--- config.mk ---
export PLATFORM = sky130hd
export DESIGN_NAME = pdrt_ctrl
export DESIGN_NICKNAME = d
export VERILOG_FILES = /design/src/pdrt_pkg.sv /design/src/pdrt_ctrl.sv
export SDC_FILE = /design/constraint.sdc
export NUM_CORES = 1
export LEC_CHECK = 0
export BUFFER_PORTS_ARGS = -buffer_cell sky130_fd_sc_hd__buf_2
export CORE_MARGIN = 3
export CORE_UTILIZATION = 48
export DETAILED_ROUTE_END_ITERATION = 12
export GPL_TIMING_DRIVEN = 1
export PLACE_DENSITY = 0.81
export SLEW_MARGIN = 20
export SYNTH_ARGS = -nofsm -noshare
export SYNTH_HDL_FRONTEND = slang
export SYNTH_SLANG_ARGS = --single-unit
--- constraint.sdc ---
create_clock -name clk_i -period 1.5 [get_ports clk_i]
set_input_delay 0.075 -clock clk_i [delete_from_list [all_inputs] [get_ports clk_i]]
set_output_delay 0.075 -clock clk_i [all_outputs]
set_load 0.02 [all_outputs]
--- src/pdrt_pkg.sv ---
// ----------------------------------------------------------------------------
// pdrt_pkg
// Types, codes and helpers shared by the packed record table modules.
// ----------------------------------------------------------------------------
`default_nettype none

package pdrt_pkg;

  typedef enum logic [1:0] {
    OP_APPEND   = 2'd0,
    OP_FINISH   = 2'd1,
    OP_RD_CLASS = 2'd2,
    OP_RD_OFFS  = 2'd3
  } op_e;

  typedef enum logic [1:0] {
    ST_OK     = 2'd0,
    ST_FULL   = 2'd1,
    ST_BEYOND = 2'd2
  } status_e;

  typedef enum logic [2:0] {
    CFG_FWD_ID_W   = 3'd0,
    CFG_FWD_OFS_W  = 3'd1,
    CFG_REV_ID_W   = 3'd2,
    CFG_REV_OFS_W  = 3'd3,
    CFG_SHARED_N   = 3'd4,
    CFG_TAIL_FWD   = 3'd5,
    CFG_ID_LIMIT   = 3'd6,
    CFG_SUBJ_CNT   = 3'd7
  } cfg_idx_e;

  // how the pending result is built
  typedef enum logic [3:0] {
    RES_NONE,
    RES_FULL,
    RES_OK,
    RES_ERR,
    RES_CLASS,
    RES_FLAG,
    RES_FIRST_ZERO,
    RES_WALK,
    RES_WALK_ZERO
  } res_e;

  typedef struct packed {
    logic [1:0]  operation;
    logic [31:0] id;
    logic        permutation;
    logic [31:0] forward_class_id;
    logic [31:0] forward_offset;
    logic [31:0] reverse_class_id;
    logic [31:0] reverse_offset;
  } in_item_t;

  typedef struct packed {
    logic [31:0] class_id;
    logic [31:0] raw_offset;
    logic [31:0] block_start;
    logic [31:0] block_size;
    logic [1:0]  status;
  } out_item_t;

  typedef struct packed {
    logic       load;
    logic       check;
    logic       push;
    logic [1:0] field;
    logic       rec_inc;
    logic       flush;
    logic       save_end;
    logic       dec;
    res_e       res;
    logic       out_load;
  } cmd_t;

  typedef struct packed {
    logic fit;
    logic err;
    logic flagged;
    logic id_one;
  } sts_t;

  function automatic logic [5:0] clampw(input logic [5:0] w);
    return (w > 6'd32) ? 6'd32 : w;
  endfunction

  function automatic logic [31:0] lowmask(input logic [5:0] w);
    return (w >= 6'd32) ? 32'hFFFF_FFFF : ((32'd1 << w[4:0]) - 32'd1);
  endfunction

endpackage

`default_nettype wire

--- src/pdrt_ctrl.sv ---
// ----------------------------------------------------------------------------
// pdrt_ctrl
// Sequencer for append, finish, class and offset queries with backward walk.
// ----------------------------------------------------------------------------
`default_nettype none

module pdrt_ctrl import pdrt_pkg::*; (
  input  wire logic       clk_i,
  input  wire logic       rst_ni,
  input  wire logic       in_valid_i,
  output logic            in_stall_o,
  input  wire logic [1:0] in_op_i,
  output logic            out_valid_o,
  input  wire logic       out_stall_i,
  output cmd_t            cmd_o,
  input  wire sts_t       sts_i
);

  typedef enum logic [8:0] {
    S_IDLE  = 9'b000000001,
    S_CHECK = 9'b000000010,
    S_PUSH  = 9'b000000100,
    S_FLUSH = 9'b000001000,
    S_ADDR  = 9'b000010000,
    S_MULT  = 9'b000100000,
    S_READ  = 9'b001000000,
    S_EXTR  = 9'b010000000,
    S_DONE  = 9'b100000000
  } state_e;

  state_e     state_q, state_d;
  op_e        op_q, op_d;
  logic       first_q, first_d;
  logic [1:0] fld_q, fld_d;
  logic       out_valid_q, out_valid_d;
  logic       in_acc;

  assign in_stall_o  = (state_q != S_IDLE);
  assign in_acc      = in_valid_i && !in_stall_o;
  assign out_valid_o = out_valid_q;

  always_comb begin
    state_d     = state_q;
    op_d        = op_q;
    first_d     = first_q;
    fld_d       = fld_q;
    cmd_o       = '0;
    cmd_o.res   = RES_NONE;
    cmd_o.field = fld_q;
    out_valid_d = out_valid_q && out_stall_i;
    case (state_q)
      S_IDLE: begin
        if (in_acc) begin
          cmd_o.load = 1'b1;
          op_d       = op_e'(in_op_i);
          first_d    = 1'b1;
          case (op_e'(in_op_i))
            OP_APPEND: state_d = S_CHECK;
            OP_FINISH: state_d = S_FLUSH;
            default:   state_d = S_ADDR;
          endcase
        end
      end
      S_CHECK: begin
        cmd_o.check = 1'b1;
        fld_d       = 2'd0;
        if (sts_i.fit) begin
          state_d = S_PUSH;
        end else begin
          cmd_o.res = RES_FULL;
          state_d   = S_DONE;
        end
      end
      S_PUSH: begin
        cmd_o.push = 1'b1;
        fld_d      = fld_q + 2'd1;
        if (fld_q == 2'd3) begin
          cmd_o.rec_inc = 1'b1;
          cmd_o.res     = RES_OK;
          state_d       = S_DONE;
        end
      end
      S_FLUSH: begin
        cmd_o.flush = 1'b1;
        cmd_o.res   = RES_OK;
        state_d     = S_DONE;
      end
      S_ADDR: state_d = S_MULT;
      S_MULT: state_d = S_READ;
      S_READ: state_d = S_EXTR;
      S_EXTR: begin
        state_d = S_DONE;
        if (sts_i.err) begin
          cmd_o.res = RES_ERR;
        end else if (op_q == OP_RD_CLASS) begin
          cmd_o.res = RES_CLASS;
        end else if (first_q) begin
          if (sts_i.flagged) begin
            cmd_o.res = RES_FLAG;
          end else if (sts_i.id_one) begin
            cmd_o.res = RES_FIRST_ZERO;
          end else begin
            // walk back over flagged predecessors
            cmd_o.save_end = 1'b1;
            cmd_o.dec      = 1'b1;
            first_d        = 1'b0;
            state_d        = S_ADDR;
          end
        end else if (!sts_i.flagged) begin
          cmd_o.res = RES_WALK;
        end else if (sts_i.id_one) begin
          cmd_o.res = RES_WALK_ZERO;
        end else begin
          cmd_o.dec = 1'b1;
          state_d   = S_ADDR;
        end
      end
      S_DONE: begin
        if (!out_valid_q || !out_stall_i) begin
          cmd_o.out_load = 1'b1;
          out_valid_d    = 1'b1;
          state_d        = S_IDLE;
        end
      end
      default: state_d = S_IDLE;
    endcase
  end

  always_ff @(posedge clk_i or negedge rst_ni) begin
    if (!rst_ni) begin
      state_q     <= S_IDLE;
      op_q        <= OP_APPEND;
      first_q     <= 1'b0;
      fld_q       <= 2'd0;
      out_valid_q <= 1'b0;
    end else begin
      state_q     <= state_d;
      op_q        <= op_d;
      first_q     <= first_d;
      fld_q       <= fld_d;
      out_valid_q <= out_valid_d;
    end
  end

  a_done_moves: assert property (@(posedge clk_i) disable iff (!rst_ni)
    (state_q == S_DONE && !out_valid_q) |=> (out_valid_q && state_q == S_IDLE))
    else $error("finished result not delivered to output register");

  a_push_four: assert property (@(posedge clk_i) disable iff (!rst_ni)
    (state_q == S_PUSH && fld_q == 2'd3) |=> (state_q == S_DONE))
    else $error("append did not end after the fourth field");

  a_read_pipe: assert property (@(posedge clk_i) disable iff (!rst_ni)
    (state_q == S_ADDR) |=> (state_q == S_MULT) ##1 (state_q == S_READ)
                            ##1 (state_q == S_EXTR))
    else $error("read sequence broken");

  a_busy: assert property (@(posedge clk_i) disable iff (!rst_ni)
    in_acc |=> (state_q != S_IDLE))
    else $error("accepted item left controller idle");

endmodule

`default_nettype wire

# After elaboration in Yosys (flattened, before gate mapping)
# Index checks and enable logic that the tools add are counted.
# word_totals
regBits	15
in_bits	10
out_inout_bits	16
elab_cells	85
# classes
n_addsub	1
n_eq_ne	18
n_mux	49
reduce_logical	12
# ops
operator	n
two-way mux 9 bit	10
one-hot mux 9 bit (9 select lines)	1
two-way mux 1 bit	21
two-way mux 4 bit	4
one-hot mux 4 bit (4 select lines)	1
two-way mux 2 bit	6
inequality test 2 bit (second input constant)	5
one-hot mux 5 bit (2 select lines)	1
== test 9 x 1 -> 1 bit (second input constant)	1
== test 9 x 2 -> 1 bit (second input constant)	1
== test 9 x 3 -> 1 bit (second input constant)	1
== test 9 x 4 -> 1 bit (second input constant)	1
== test 9 x 5 -> 1 bit (second input constant)	1
== test 9 x 6 -> 1 bit (second input constant)	1
== test 9 x 7 -> 1 bit (second input constant)	1
== test 9 x 8 -> 1 bit (second input constant)	1
== test 9 bit (second input constant)	1
inequality test 9 x 1 -> 1 bit (second input constant)	1
two-way mux 3 bit	2
two-way mux 5 bit	1
== test 2 bit (second input constant)	2
one-hot mux 2 bit (2 select lines)	1
AND reduction 4 bit	1
nonzero test 2 bit	2
9 further kinds	12

# Logic depth before layout (Yosys ltp)
# Gate-level depths: netlist of run 1.
# depth
depth_word	6
ltp_mapped	6
depth_no_buf	5

# Worst setup path before layout of run 1
# Ideal clock, no wire load.
# synth_timing
path_type	register to output
startpoint	register state_q[1]
endpoint	output port cmd_o[2] (netlist name)
arrival_ps	1735
t_required_ps	1425
slack_ps	-310
path_stages_with_launch	6
path_cell_list	dfrtp_1 buf_6 or4_4 nor2_4 nor4b_4 or3b_1
# synth_rtl
item	line_no	source
from (decl)	pdrt_ctrl.sv:31	state_e state_q, state_d;
from (signal assigned)	pdrt_ctrl.sv:137	state_q <= state_d;
to (decl)	pdrt_ctrl.sv:15	output cmd_t cmd_o,

==> flow_summary.ini, run 1 <==
[timing]
period_needed_ps = 2100
worst_slew_pin_slew_ps = 407
setup_slack_ps = -602
slew_headroom_pct = 72.6
fin_tns_setup_ps = -9660
fin_crit_sh_pct = 140
fin_worst_skew_ps = 3.96
finalSetupViolCount = 27
fmax_ghz = 0.476
timing.hold.ws_ps = 110
rsz0062_at_grt = true
finalHoldViolCount = 0
final_max_slew_viol_count = 0

[floorplan]
start_util_pct = 51.4
io_pins = 26
die_w_um = 54.9
core_area_mm2 = 0.00223
die_h_um = 54.9
dieArea_mm2 = 0.00301
row_count = 17

[synth]
synth_cell_types = 52
avgSynthCellArea_um2 = 9.81
synthesis.area_mm2 = 0.00115
synth_seq_cells = 15
ys_warn_count = 0
synth_flop_cell = dfrtp_1
syn_nets = 128
async_flop_share_pct = 100
synthCells = 117
synth_edf_count = 0
seq_area_frac_synth_pct = 32.8

[setup_path]
path_cells = nor4_4 -> nand4b_4 -> o21bai_1 -> or3b_4 -> buf_6
cp_num_buf_inv = 1
required_ps = 1420
crit_path_end_kind = output port
slowest_delay_ps = 480
arrival_ps = 2030
cp_slowest_cell = dfrtp_2
cp.depth = 5
worst_r2r_path_depth = 8
critical_path_class = reg -> out
start_kind = register
cp_top_family = simple AND/OR/NAND/NOR gates
worst-path-max-fanout = 5

[placement]
gp_congestion = 0.915
dp_cells = 195
placed_area_mm2 = 0.00151
post-dp-hpwl_um = 2440
place_ws_ps = -212
port_buffers = 25

[global_routing]
overflow = 0
grt_pass1_wl_um = 5640
grt_max_degree = 16
antenna_found_initial = 0
first_global_vias = 1188
track_usage_pct = 26.6

[flow_run]
cap_violations = 0

[routing]
drtIter0Drc = 48
viasPerCell = 6.12
drc = 0
ant_nets = 0
route.vias.total = 1359
dr.pass1.iters = 4
totalWireLength_um = 4720
routedWlPerCell_um = 21.3

[pwr]
cellLeakagePower_nw = 0.949
ir_worst_vdd_mv = 1.59
power_mw = 3.04
cellPowerDensity_mw_per_mm2 = 1510

[worst_hold_path]
hp-class = in -> reg
min_path_cells = 3

[layout]
fillCellCount = 92
seqCellArea_um2 = 380
fin_area_mm2 = 0.00202
area_growth_pct = 75.9
antennaDiodeCount = 0
multi_input_area_um2 = 881
final_nets = 206
final_layout_size_suffix_gt1_share_pct = 67.0
instances_no_fill = 222
final_util_pct = 90.4

[clock_network]
clk_latency_ps = 290
cts_buffers = 3
htree_levels = 1
root_buffer = clkbuf_4
clk_pin_slew_ps = 110
cts_tree = done
cts_buffer_depth = 2
clock-sinks = 15

[status]
violations = setup timing
status = complete, but fails checks
[worst paths after layout]
path | slack [ps] | end | startpoint
setup / recovery | -600 | cmd_o[2] | state_q[5]$_DFFE_PN0P_
hold / removal | 110 | first_q$_DFFE_PN0P_ | sts_i[0]
setup reg to reg | -520 | op_q[1]$_DFFE_PN0P_ | state_q[1]$_DFFE_PN0P_
hold reg to reg | 530 | op_q[1]$_DFFE_PN0P_ | op_q[1]$_DFFE_PN0P_
max in group asynchronous | 970 | state_q[0]$_DFFE_PN1P_ | rst_ni
min in group asynchronous | 220 | out_valid_o$_DFF_PN0_ | rst_ni
[cells in the final DEF (no fill, tap or decap), drive strengths merged, types with 2 or more instances in the layout]
cell,n
and4b,3
dlygate4sd3,3
nor3b,3
nor4b,2
a21oi,4
nor2b,4
inv,7
o22ai,2
mux2,2
nor4,3
o21ai,2
dfrtp,14
and3,2
clkbuf,3
nand2,9
nor3,6
nor2,13
nand2b,2
xnor2,2
mux2i,2
or4,4
nand3,3
buf,77
[state kept, by name, summed over array words and instances, names as in the netlist]
| name | cells |
|---|---|
| first_q | 1 |
| state_q | 9 |
| out_valid_o | 1 |
| op_q | 2 |
| fld_q | 2 |
[Yosys cell counts (3+ instances only)]
master	n	area share, %
buf_6	5	4.9
nor2_1	11	3.6
nand3_1	3	1.3
a21oi_1	4	1.7
nor3b_1	3	2.0
dfrtp_1	14	31
nor3_1	5	2.2
inv_1	7	2.3
nand2_1	8	2.6
nor2b_1	4	2.2
[metal layers]
metal  vias to the layer above  track usage, %  routed length (µm)  part of all wire, %
met5                         -               0                   0                    0
li1                        585               -                   -                    -
met4                         0            6.88                 212                  4.5
met3                        28            4.83                 275                  5.8
met1                       665            31.5                1790                   38
met2                        81            48.8                2440                   52
[layout make-up]
type	count	share of cell area [%]
well taps	28	1.74
flip-flops and latches	15	18.8
clock buffers	3	1.12
clock inverters	1	0.372
inverters	7	1.30
multi-input cells	88	43.6
repair buffers	80	33.0
[logic make-up after synthesis]
family | share of synthesized area (%)
AND/OR/NAND/NOR | 37.9
AO/OA/AOI/OAI | 13.4
flip-flops | 32.8
buffers and inverters | 8.07
multiplexers | 4.36
XOR/XNOR | 2.29
adder cells (fa/ha/maj) | 1.09
[what timing repair did]
action                                  4_1_cts  5_1_grt
hold buffers                                  3        0
resized for setup                            46       28
endpoints found under the setup margin       24       26
pin swaps                                     9       17
setup buffers                                10       12
endpoints found under the hold margin        16        0
[worst reg2reg max path: stages (launching register included)]
cell and delay [ps]:
dfrtp_1 440, buf_4 150, buf_6 100, buf_6 110, nor4_4 310, and3b_2 290
nand2_4 80, buf_4 150, mux2_4 290
[power by group]
group | total, mW | leakage, nW | internal [mW] | switching [mW]
combinational | 2.14 | 0.745 | 1.13 | 1.01
clock | 0.261 | 0.0139 | 0.101 | 0.160
sequential | 0.633 | 0.190 | 0.511 | 0.121
total | 3.04 | 0.949 | 1.74 | 1.30
Power figures use the tool's default switching activity.
==> run 2, diff against run 1 <==
--- a/config.mk
+++ b/config.mk
@@ -5,12 +5,14 @@
 export SDC_FILE = /design/constraint.sdc
 export NUM_CORES = 1
 export LEC_CHECK = 0
+export ABC_AREA = 1
+export ABC_CLOCK_PERIOD_IN_PS = 1500
 export BUFFER_PORTS_ARGS = -buffer_cell sky130_fd_sc_hd__buf_2
 export CORE_MARGIN = 3
-export CORE_UTILIZATION = 48
+export CORE_UTILIZATION = 47
 export DETAILED_ROUTE_END_ITERATION = 12
 export GPL_TIMING_DRIVEN = 1
-export PLACE_DENSITY = 0.81
+export PLACE_DENSITY = 0.8
 export SLEW_MARGIN = 20
 export SYNTH_ARGS = -nofsm -noshare
 export SYNTH_HDL_FRONTEND = slang
==> run 2 against run 1 <==
The run still ends with setup timing left. Die area is 1.1% lower. Clock skew is 7.4 ps higher. Largest power group unchanged. Critical endpoint unchanged. Final area is 8.8% lower. Via count is 4.9% higher.
==> flow_summary.ini, run 2 <==
[pwr]
ir_worst_vdd_mv = 1.21
power_mw = 3.11
cellLeakagePower_nw = 0.960
cellPowerDensity_mw_per_mm2 = 1690

[routing]
drtIter0Drc = 78
ant_nets = 0
viasPerCell = 5.80
totalWireLength_um = 4340
drc = 0
routedWlPerCell_um = 17.6
dr.pass1.iters = 5
route.vias.total = 1426

[clock_network]
clk_pin_slew_ps = 110
clk_latency_ps = 310
cts_tree = done
root_buffer = clkbuf_4
htree_levels = 1
cts_buffer_depth = 2
clock-sinks = 15
cts_buffers = 3

[global_routing]
first_global_vias = 1277
grt_pass1_wl_um = 5420
grt_max_degree = 16
antenna_found_initial = 0
track_usage_pct = 25.7
overflow = 0

[floorplan]
io_pins = 26
row_count = 16
dieArea_mm2 = 0.00298
start_util_pct = 52.8
core_area_mm2 = 0.00210
die_h_um = 54.6
die_w_um = 54.6

[setup_path]
required_ps = 1420
critical_path_class = reg -> out
cp_top_family = flip-flops
start_kind = register
reg2reg_from = state_q[3]$_DFFE_PN0P_
worst-path-max-fanout = 4
regToRegEndpoint = state_q[4]$_DFFE_PN0P_
reg2reg_slack_ps = -140
slowest_delay_ps = 470
cp_num_buf_inv = 2
path_common_cell = nand2_4
crit_path_end_kind = output port
worst_r2r_path_depth = 11
arrival_ps = 1800
cp_slowest_cell = dfrtp_2
path_cells = nor2_4 -> nand2_4 -> nor2_4 -> nand2_4 -> inv_4 -> nand2_4 -> o211ai_1 -> buf_4

[layout]
area_growth_pct = 65.8
largest_register_ff_count = 9
layout_commonest_cell = nand2_1
final_layout_size_suffix_gt1_share_pct = 55.3
regMostFlops = state_q
fin_area_mm2 = 0.00184
final_nets = 231
antennaDiodeCount = 0
reg_top3 = state_q (9), fld_q (2), op_q (2)
layout_common_cells = nand2_1 (21), inv_1 (19), nor2_4 (18), buf_6 (18), buf_4 (17)

[synth]
seq_area_frac_synth_pct = 33.9
avgSynthCellArea_um2 = 6.85
ys_warn_count = 0
synth_top_area_share_pct = 31.6
synth_seq_cells = 15
async_flop_share_pct = 100
synth_area_leaders = dfrtp_1 (32%), nand2_1 (11%), nor2_1 (8.5%)
synth_edf_count = 0
synthTopCellsByCount = nand2_1 (32), nor2_1 (25), inv_1 (23)
syn_nets = 173
synth_flop_cell = dfrtp_1
synthCells = 162
yosysTopAreaCell = dfrtp_1
synth.most_common_cell = nand2_1
synth_cell_types = 24
synthesis.area_mm2 = 0.00111

[timing]
setup_slack_ps = -372
finalSetupViolCount = 20
period_needed_ps = 1870
rsz0062_at_grt = true
slew_headroom_pct = 74.9
fin_worst_skew_ps = 11.4
fin_crit_sh_pct = 125
fin_tns_setup_ps = -2750
finalHoldViolCount = 0
worst_slew_pin_slew_ps = 377
fmax_ghz = 0.534
final_max_slew_viol_count = 0
timing.hold.ws_ps = 83.7

[placement]
gp_congestion = 0.865
placed_area_mm2 = 0.00128
post-dp-hpwl_um = 2160
port_buffers = 25

[flow_run]
cap_violations = 0

[worst_hold_path]
min_path_cells = 3
holdPathEnd = state_q[2]$_DFFE_PN0P_
hp-start = sts_i[3]
hp-class = in -> reg

[status]
status = complete, but fails checks
violations = setup timing
-- run 2: cell types whose count changed after synthesis, sizes merged, moves of 4 or more --
| cell | change |
|---|---|
| buf | -7 |
| inv | +23 |
| nand2 | +33 |
| nand3 | +13 |
| nand4 | +6 |
| nor2 | +23 |
| nor2b | -4 |
| or4 | -4 |
-- run 2: how the worst max path moves through the flow --
stage | from | to | slack, ps | depth (start not counted)
2_1_floorplan | state_q[3]$_DFFE_PN0P_ | cmd_o[4] | 6 | 7
3_3_place_gp | state_q[3]$_DFFE_PN0P_ | cmd_o[1] | 40 | 8
3_5_place_dp | state_q[1]$_DFFE_PN0P_ | cmd_o[2] | -20 | 8
4_1_cts | state_q[1]$_DFFE_PN0P_ | cmd_o[2] | -240 | 8
5_1_grt | state_q[3]$_DFFE_PN0P_ | cmd_o[2] | -410 | 8
6_report | state_q[3]$_DFFE_PN0P_ | cmd_o[2] | -370 | 8
-- run 2: cell type report --
| type | count | area, µm² |
|---|---|---|
| inverter | 30 | 133 |
| timing repair buffer | 53 | 450 |
| clock inverter | 1 | 5.00 |
| multi-input combinational | 117 | 816 |
| tap | 27 | 33.8 |
| fill | 101 | 262 |
| clock buffer | 3 | 22.5 |
| sequential | 15 | 380 |
-- run 2: repair_timing --
item                                   4_1_cts  5_1_grt
resized for setup                           50       48
setup endpoints to repair                   12       22
setup buffers                               16       12
pin swaps                                   10       23
hold buffers                                 3        0
endpoints found under the hold margin       17        0
-- run 2: metal layers --
metal	wire, µm	share of wire [%]	up-vias	GRT usage, %
li1	-	-	628	-
met1	1560	36	677	29.2
met2	2310	53	90	44.5
met3	284	6.5	31	5.45
met4	193	4.4	0	13.7
met5	0	0	-	0
-- run 2: per-stage QoR --
stage	utilization (%)	setup slack [ps]	std cells
detailed placement	60.8	-15.1	215
floorplan	-	6.44	162
CTS	77.9	-238	238
global placement	60.8	41.3	215
global route	87.6	-405	246
finish	87.6	-372	246
-- run 2: kinds of logic after synthesis --
| family | after synthesis | synth area share, % |
|---|---|---|
| and+or+nand+nor | 104 | 47.6 |
| buffers and inverters | 30 | 10.4 |
| DFF | 15 | 33.9 |
| AOI/OAI and AO/OA | 12 | 6.99 |
| adders and majority gates | 1 | 1.13 |
-- run 2: worst min-delay path, cell delays in order --
cell	delay (ps)
buf_2	100
inv_1	90
o22ai_1	90
-- run 2: where the power goes --
| group | leakage, nW | total [mW] | internal, mW | switching [mW] |
|---|---|---|---|---|
| combinational | 0.748 | 2.21 | 0.908 | 1.30 |
| clock | 0.0177 | 0.258 | 0.0996 | 0.159 |
| sequential | 0.194 | 0.645 | 0.525 | 0.120 |
| total | 0.960 | 3.11 | 1.53 | 1.58 |
==> run 3, diff against run 2 <==
--- a/config.mk
+++ b/config.mk
@@ -12,6 +12,7 @@
 export CORE_UTILIZATION = 47
 export DETAILED_ROUTE_END_ITERATION = 12
 export GPL_TIMING_DRIVEN = 1
+export MAX_ROUTING_LAYER = met4
 export PLACE_DENSITY = 0.8
 export SLEW_MARGIN = 20
 export SYNTH_ARGS = -nofsm -noshare
==> run 3 against run 2 <==
Setup slack gained 41 ps. Total power rose by 2.9%. Largest power group unchanged. Die area did not move. Global-route usage increased by 0.66 points. Combinational power increased by 4%. Via count up 1.3%. First-iteration DRC count unchanged. Final cell count rose by 0.41%. The flow still finishes with violations (setup timing).
==> flow_summary.ini, run 3 (same netlist as run 2, synthesis figures left out) <==
[worst_hold_path]
min_path_cells = 4
hp-class = in -> reg
holdPathEnd = state_q[1]$_DFFE_PN0P_
hp-start = in_op_i[1]

[layout]
layout_common_cells = nand2_1 (21), inv_1 (19), nor2_4 (18), buf_4 (18), buf_6 (18)
antennaDiodeCount = 0
fin_area_mm2 = 0.00186
instances_no_fill = 247
layout_commonest_cell = nand2_1
regMostFlops = state_q
final_nets = 232
area_growth_pct = 67.6
final_layout_size_suffix_gt1_share_pct = 56.4
largest_register_ff_count = 9
reg_top3 = state_q (9), fld_q (2), op_q (2)

[placement]
placed_area_mm2 = 0.00128
port_buffers = 25
place_ws_ps = -15.1
dp_cells = 215
gp_congestion = 0.878
post-dp-hpwl_um = 2160

[timing]
fmax_ghz = 0.546
rsz0062_at_grt = true
finalHoldViolCount = 0
final_max_slew_viol_count = 0
worst_slew_pin_slew_ps = 375
fin_crit_sh_pct = 122
setup_slack_ps = -331
slew_headroom_pct = 75.0
fin_worst_skew_ps = 6.51
finalSetupViolCount = 20
fin_tns_setup_ps = -2750
period_needed_ps = 1830

[routing]
route.vias.total = 1444
dr.pass1.iters = 7
viasPerCell = 5.85
drc = 0
totalWireLength_um = 4660
ant_nets = 0
route.met2.wl_um = 2390
routedWlPerCell_um = 18.9
wl_met3_um = 358
top_layer_used = met4
drtIter0Drc = 78
drt-met1-wl_um = 1630

[setup_path]
arrival_ps = 1760
worst_r2r_path_depth = 10
regToRegEndpoint = state_q[4]$_DFFE_PN0P_
start_kind = register
worst-path-max-fanout = 4
required_ps = 1420
reg2reg_from = state_q[0]$_DFFE_PN1P_
reg2reg_slack_ps = -160
critical_path_class = reg -> out
crit_path_end_kind = output port

[global_routing]
overflow = 0
antenna_found_initial = 0
grt_pass1_wl_um = 5410
grt_max_degree = 16
first_global_vias = 1284
track_usage_pct = 26.4

[clock_network]
root_buffer = clkbuf_4
cts_buffer_depth = 2
clock-sinks = 15
cts_buffers = 3
cts_tree = done
clk_pin_slew_ps = 110
clk_latency_ps = 300
htree_levels = 1

[floorplan]
row_count = 16
io_pins = 26
die_w_um = 54.6
start_util_pct = 52.8
core_area_mm2 = 0.00210
dieArea_mm2 = 0.00298
die_h_um = 54.6

[status]
status = complete, but fails checks
violations = setup timing

[pwr]
power_mw = 3.20
ir_worst_vdd_mv = 1.27
cellLeakagePower_nw = 0.969
cellPowerDensity_mw_per_mm2 = 1720

[flow_run]
cap_violations = 0
[run 3: changes by cell type in the layout (fill, tap and decap cells not counted), sizes merged]
cell,before,now
buf,50,51
[run 3: metal layers]
metal | up-vias | track usage (%)
li1 | 633 | -
met1 | 665 | 29.0
met2 | 107 | 44.5
met3 | 39 | 5.45
met4 | 0 | 13.7
met5 | - | -
[run 3: final cells by class]
class                   count  area (µm²)
repair buffers             54         458
clock inverters             1        5.00
clock buffers               3        22.5
flip-flops and latches     15         380
multi-input cells         117         831
well taps                  27        33.8
fillers                    98         241
inverters                  30         130
[run 3: worst max-delay path: stages, from the launching register on]
cell	delay [ps]
dfrtp_1	470
nor2_4	150
nand2_4	80
nor2_4	100
nand2_4	80
inv_4	90
nand2_4	50
o211ai_1	230
buf_4	190
[run 3: power breakdown]
part | leakage (nW) | switching [mW] | total, mW | internal (mW)
registers | 0.194 | 0.120 | 0.644 | 0.525
clock network | 0.0177 | 0.159 | 0.259 | 0.0996
logic | 0.757 | 1.37 | 2.30 | 0.933
total | 0.969 | 1.65 | 3.20 | 1.56
[run 3: what timing repair did]
item / in CTS / in global routing
setup endpoints to repair: 12 / 22
pin swaps: 10 / 24
hold buffers: 3 / 0
hold endpoints to repair: 17 / 0
resized for setup: 50 / 50
setup buffers: 16 / 13
[run 3: how the worst max path moves through the flow]
stage	startpoint	to	slack (ps)
floorplan	state_q[3]$_DFFE_PN0P_	cmd_o[4]	6
global placement	state_q[3]$_DFFE_PN0P_	cmd_o[1]	40
detailed placement	state_q[1]$_DFFE_PN0P_	cmd_o[2]	-20
CTS	state_q[1]$_DFFE_PN0P_	cmd_o[2]	-240
global route	state_q[3]$_DFFE_PN0P_	cmd_o[2]	-360
finish	state_q[2]$_DFFE_PN0P_	cmd_o[2]	-330
[run 3: per-stage QoR]
step | hold WS (ps) | util [%]
CTS | 53.3 | 77.9
global placement | 0.265 | 60.8
floorplan | -221 | -
global route | 102 | 88.5
detailed placement | 7.11 | 60.8
finish | 105 | 88.5
